File: src/rtl/mandelbrot_escape_time_assert.svh
// Assertion macros shared by the escape-time RTL.
// No dependencies; included inside module bodies after the logic.
`ifndef MANDELBROT_ESCAPE_TIME_ASSERT_SVH
`define MANDELBROT_ESCAPE_TIME_ASSERT_SVH

// Same-cycle implication, disabled during reset.
`define MBE_ASSERT_IMP(label, clk, rst_n, ante, cons, msg) \
  label: assert property (@(posedge clk) disable iff (!rst_n) (ante) |-> (cons)) \
    else $error(msg);

// Next-cycle implication, disabled during reset.
`define MBE_ASSERT_NXT(label, clk, rst_n, ante, cons, msg) \
  label: assert property (@(posedge clk) disable iff (!rst_n) (ante) |=> (cons)) \
    else $error(msg);

`endif

File: src/rtl/mbe_pkg.sv
// Shared types and constants for the escape-time block.
// No dependencies; used by mbe_ctrl, mbe_dp and the top level.
package mbe_pkg;

  localparam int CNT_W = 10;
  localparam logic [CNT_W-1:0] MAX_ITER_RST = 10'd511;

  typedef struct packed {
    logic load;  // capture c, z = c
    logic mul;   // register squares, cross product and range flag
    logic upd;   // z = z*z + c
  } dp_cmd_t;

  typedef struct packed {
    logic escape;  // valid in the cycle after mul
  } dp_sts_t;

endpackage

File: src/rtl/mbe_ctrl.sv
// Controller: iteration FSM, limit register, count and output register.
// Depends on mbe_pkg and mandelbrot_escape_time_assert.svh.
module mbe_ctrl (
  input  logic                      clk,
  input  logic                      rst_n,
  input  logic                      cfg_valid,
  output logic                      cfg_ready,
  input  logic [mbe_pkg::CNT_W-1:0] cfg_max_iterations,
  input  logic                      in_valid,
  output logic                      in_ready,
  output logic                      out_valid,
  input  logic                      out_ready,
  output logic [mbe_pkg::CNT_W-1:0] out_iteration_count,
  output mbe_pkg::dp_cmd_t          cmd,
  input  mbe_pkg::dp_sts_t          sts
);
  import mbe_pkg::*;

  typedef enum logic [1:0] {S_IDLE, S_CHECK, S_UPDATE, S_DONE} state_t;

  state_t           st_r;
  logic [CNT_W-1:0] max_iter_r, count_r, out_count_r;
  logic             out_valid_r;

  assign cfg_ready           = 1'b1;
  assign in_ready            = (st_r == S_IDLE);
  assign out_valid           = out_valid_r;
  assign out_iteration_count = out_count_r;

  always_comb begin
    cmd.load = in_valid && (st_r == S_IDLE);
    cmd.mul  = (st_r == S_CHECK) && (count_r < max_iter_r);
    cmd.upd  = (st_r == S_UPDATE) && !sts.escape;
  end

  always_ff @(posedge clk) begin
    if (!rst_n) begin
      st_r        <= S_IDLE;
      max_iter_r  <= MAX_ITER_RST;
      count_r     <= '0;
      out_valid_r <= 1'b0;
    end else begin
      if (cfg_valid) max_iter_r <= cfg_max_iterations;
      if ((st_r == S_DONE) && (!out_valid_r || out_ready)) begin
        out_valid_r <= 1'b1;
        out_count_r <= count_r;
      end else if (out_valid_r && out_ready) begin
        out_valid_r <= 1'b0;
      end
      case (st_r)
        S_IDLE: begin
          if (in_valid) begin
            count_r <= '0;
            st_r    <= S_CHECK;
          end
        end
        S_CHECK: begin
          st_r <= (count_r < max_iter_r) ? S_UPDATE : S_DONE;
        end
        S_UPDATE: begin
          if (sts.escape) begin
            st_r <= S_DONE;
          end else begin
            count_r <= count_r + 1'b1;
            st_r    <= S_CHECK;
          end
        end
        S_DONE: begin
          if (!out_valid_r || out_ready) begin
            st_r <= S_IDLE;
          end
        end
        default: st_r <= S_IDLE;
      endcase
    end
  end

`include "mandelbrot_escape_time_assert.svh"

  `MBE_ASSERT_IMP(a_upd_below_limit, clk, rst_n, cmd.upd, count_r < max_iter_r, "update past limit")
  `MBE_ASSERT_IMP(a_count_in_range, clk, rst_n, st_r != S_IDLE, count_r <= max_iter_r, "count over limit")
  `MBE_ASSERT_NXT(a_accept_starts, clk, rst_n, in_valid && in_ready, st_r == S_CHECK, "accept did not start")
  `MBE_ASSERT_IMP(a_result_from_done, clk, rst_n, $rose(out_valid_r), $past(st_r) == S_DONE, "stray result")

endmodule

File: config.mk
export PLATFORM = sky130hd
export DESIGN_NAME = mbe_ctrl
export DESIGN_NICKNAME = d
export VERILOG_FILES = /design/src/rtl/mbe_pkg.sv /design/src/rtl/mbe_ctrl.sv
export VERILOG_INCLUDE_DIRS = /design/src /design/src/rtl
export SDC_FILE = /design/constraint.sdc
export NUM_CORES = 1
export LEC_CHECK = 0
export ABC_AREA = 1
export CELL_PAD_IN_SITES_DETAIL_PLACEMENT = 0
export CELL_PAD_IN_SITES_GLOBAL_PLACEMENT = 1
export CORE_MARGIN = 2
export CORE_UTILIZATION = 45
export CTS_CLUSTER_SIZE = 16
export DETAILED_ROUTE_END_ITERATION = 10
export DONT_BUFFER_PORTS = 1
export PLACE_DENSITY_LB_ADDON = 0.1
export SETUP_SLACK_MARGIN = 0.5
export SLEW_MARGIN = 20
export SYNTH_ARGS = -nofsm -noshare
export SYNTH_HDL_FRONTEND = slang
export SYNTH_SLANG_ARGS = --single-unit
File: constraint.sdc
create_clock -name clk -period 4.09 [get_ports clk]
set_input_delay 0.6135 -clock clk [delete_from_list [all_inputs] [get_ports clk]]
set_output_delay 0.6135 -clock clk [all_outputs]
set_load 0.01 [all_outputs]
==> key figures <==
Logic synthesis
  • Net count after synthesis: 210
  • Ys async rst share: 0%
  • Synth Cell Area: 1556 sq um
  • Count of cell types in the netlist: 25
  • Top_reg_cell synth: dfxtp_1
  • Post-synth EDFFs: 10
  • Mapped Avg Cell Area: 8.459 sq um
  • Sequential fraction of the synthesis area: 48.87%
  • Syn. warnings: 0
  • Cells after Synth: 184
  • FF+latch count, synth: 33

Pwr
  • Leakage: 0.0007620 uW
  • Clock power frac: 28.8%
  • Maximum vdd drop: 0.2088 mV
  • P per Cell Area: 368.1 nW/um^2
  • Net switching power: 170.3 uW
  • Reg power frac: 59.6%
  • Int Power: 437.1 uW
  • Logic pwr share: 11.6%
  • Sw Ratio: 28.03%

GRT
  • First-pass GRT wire length: 4.947 mm
  • Antenna violations before repair: 0
  • Number of global-route vias before repair: 1108
  • Grt ovf: 0
  • Largest net degree at the start of global routing: 19
  • GR Util All Layers: 16.32%

Die
  • I/O Pins: 32
  • Die ar.: 3945 sq um
  • Die width: 62.81 um
  • Starting Density: 46.64%
  • FP Rows: 21
  • Core ar.: 3337 sq um
  • Die H: 62.81 um

STA
  • Final hold slack: 358.5 ps
  • Min Tclk post-route: 2258 ps
  • Max Fclk: 442.9 MHz
  • Final setup violating endpoints: 0
  • Final hold violation count: 0
  • Fin. max-slew vios: 0
  • Post-Route Setup TNS: 0 ps
  • Fin crit share: 55.20%
  • Clock Skew: 8.393 ps
  • RSZ-0062 raised after global routing: no
  • Worst Max-Slew Pin Slew: 812.5 ps
  • Slew HR: 45.63%

Worst hold path
  • Hold Crit Class: primary input to register

Setup path
  • CP Class: register to primary output
  • Worst setup EP type: primary output
  • CP Max Fanout: 6
  • Crit path DAT: 1640 ps
  • Critical path required time: 3480 ps
  • Startpoint types: register

Clock tree
  • Post-CTS Hold Fix Bufs: 0
  • Post-CTS Setup Repair Bufs: 0
  • Clock insertion delay at the later pin of the skew report: 330 ps
  • Root Buffer: clkbuf_4
  • Sink Count: 33
  • CTS Buf Count: 5
  • Max Buffers Root-to-Sink: 2
  • # H-tree levels: 2
  • CTS tree: done
  • Clock-pin transition on the worst setup and hold timing paths: 100 ps
  • Post_cts resized: 0

Cells and area
  • Final #Nets: 213
  • Reg area: 760.7 sq um
  • # diodes: 0
  • Fill count: 358
  • Layout area overhead: 6.029%
  • Final Instance Area: 1650 sq um
  • Fraction of layout instances using a drive strength above 1: 9.574%
  • Multi-input logic area: 660.6 sq um

Detailed routing
  • DR WL/cell: 12.09 um
  • DRC: 0
  • Routed WL: 2.829 mm
  • WL met1: 1.281 mm
  • Vias per cell: 4.799
  • DR top layer: met4
  • Antenna-violating nets left: 0
  • Starting DRT DRC Count: 52
  • DR WL met2: 1.337 mm
  • Via count: 1123
  • 1st-pass router iterations: 4
  • Met3 WL: 140 um

Outcome
  • Status: finished clean

Place
  • Post-DP HPWL: 2.229 mm
  • Port Buffers: 0
  • Gpl congestion: 0.7839
  • Placement Cell Area: 1595 sq um

Run
  • # Max-Cap Violations: 0
-- path summary, 6_finish.rpt --
check | startpoint | depth (start not counted) | slack [ps] | to
hold / removal | rst_n | 1 | 360 | max_iter_r[0]
setup reg to reg | st_r[1] | 2 | 2470 | out_iteration_count[2]
hold reg to reg | max_iter_r[3] | 2 | 470 | max_iter_r[3]
setup / recovery | count_r[3] | 8 | 1830 | cmd[1]
-- cells by family after synthesis --
logic type,synth area share [%]
and+or+nand+nor,21.70
buffers and inverters,8.682
AOI/OAI and AO/OA,11.34
DFF,48.87
adders and majority gates,8.039
xor gates and xnor gates,1.126
other,0.2409
-- layer usage --
| metal | up-vias | track usage (%) |
|---|---|---|
| met5 | - | 0 |
| met4 | 0 | 6.667 |
| met3 | 7 | 6.306 |
| met2 | 28 | 26.61 |
| met1 | 493 | 19.23 |
| li1 | 595 | - |
-- sequential cells by signal, indices dropped and copies added, names as in the netlist --
name	count
out_valid	1
count_r	10
st_r	2
out_iteration_count	10
max_iter_r	10
-- critical path, cell delays in order, from the launching register on --
cell and delay, ps:
dfxtp_1 450, ha_1 290, nand2_1 60, nand2_1 40, nand2_1 50, nand2_1 60
nand2_1 60, nand3_1 110, nor2_1 200
-- cells in the mapped netlist, types with 2 or more instances --
master | instances | area share (%)
nor2_1 | 17 | 4.1
ha_1 | 10 | 8.0
inv_1 | 31 | 7.5
a21oi_1 | 18 | 5.8
nand2_1 | 34 | 8.2
nand4_1 | 3 | 1.2
nand3_2 | 2 | 1.3
clkbuf_1 | 3 | 0.72
dfxtp_1 | 23 | 30
o21ai_1 | 2 | 0.64
nand3_1 | 5 | 1.6
o21ai_0 | 12 | 3.9
edfxtp_1 | 10 | 19
nor2_4 | 3 | 2.2
-- through the flow --
stage               setup WS (ps)  total power (uW)  std cells  utilization, %
finish                       1832             607.4        234           49.46
global route                 1665             652.7        234           49.46
CTS                          1791             619.5        234           49.46
detailed placement           2141             441.4        226           47.81
global placement             2173             440.4        226           47.81
floorplan                    2309             427.6        184               -
-- power groups by stage --
| stage | Sequential (uW) | Combinational [uW] | Clock, uW |
|---|---|---|---|
| after floorplan | 366 | 61.2 | 0 |
| after global placement | 370 | 70.8 | 0 |
| after detailed placement | 370 | 71.5 | 0 |
| after CTS | 362 | 71.8 | 185 |
| after global routing | 365 | 81.4 | 206 |
| final | 362 | 70.5 | 175 |
-- cell type report --
type | count | area share (%)
inverters | 31 | 7.051
clock buffers | 5 | 2.274
well taps | 46 | 3.487
multi-input cells | 116 | 40.03
clock inverters | 3 | 1.061
flip-flops and latches | 33 | 46.10
-- layout by cell type, fill, tap and decap left out, types with 2 or more instances in the layout --
| master | Yosys | final |
|---|---|---|
| a21oi_1 | 18 | 18 |
| clkbuf_4 | 0 | 5 |
| clkinv_2 | 0 | 2 |
| dfxtp_1 | 23 | 23 |
| edfxtp_1 | 10 | 10 |
| ha_1 | 10 | 10 |
| inv_1 | 31 | 31 |
| nand2_1 | 34 | 34 |
| nand3_1 | 5 | 5 |
| nand3_2 | 2 | 2 |
| nand4_1 | 3 | 3 |
| nor2_1 | 17 | 17 |
| nor2_4 | 3 | 3 |
| o21ai_0 | 12 | 12 |
| o21ai_1 | 2 | 2 |
Power figures use the tool's default switching activity.
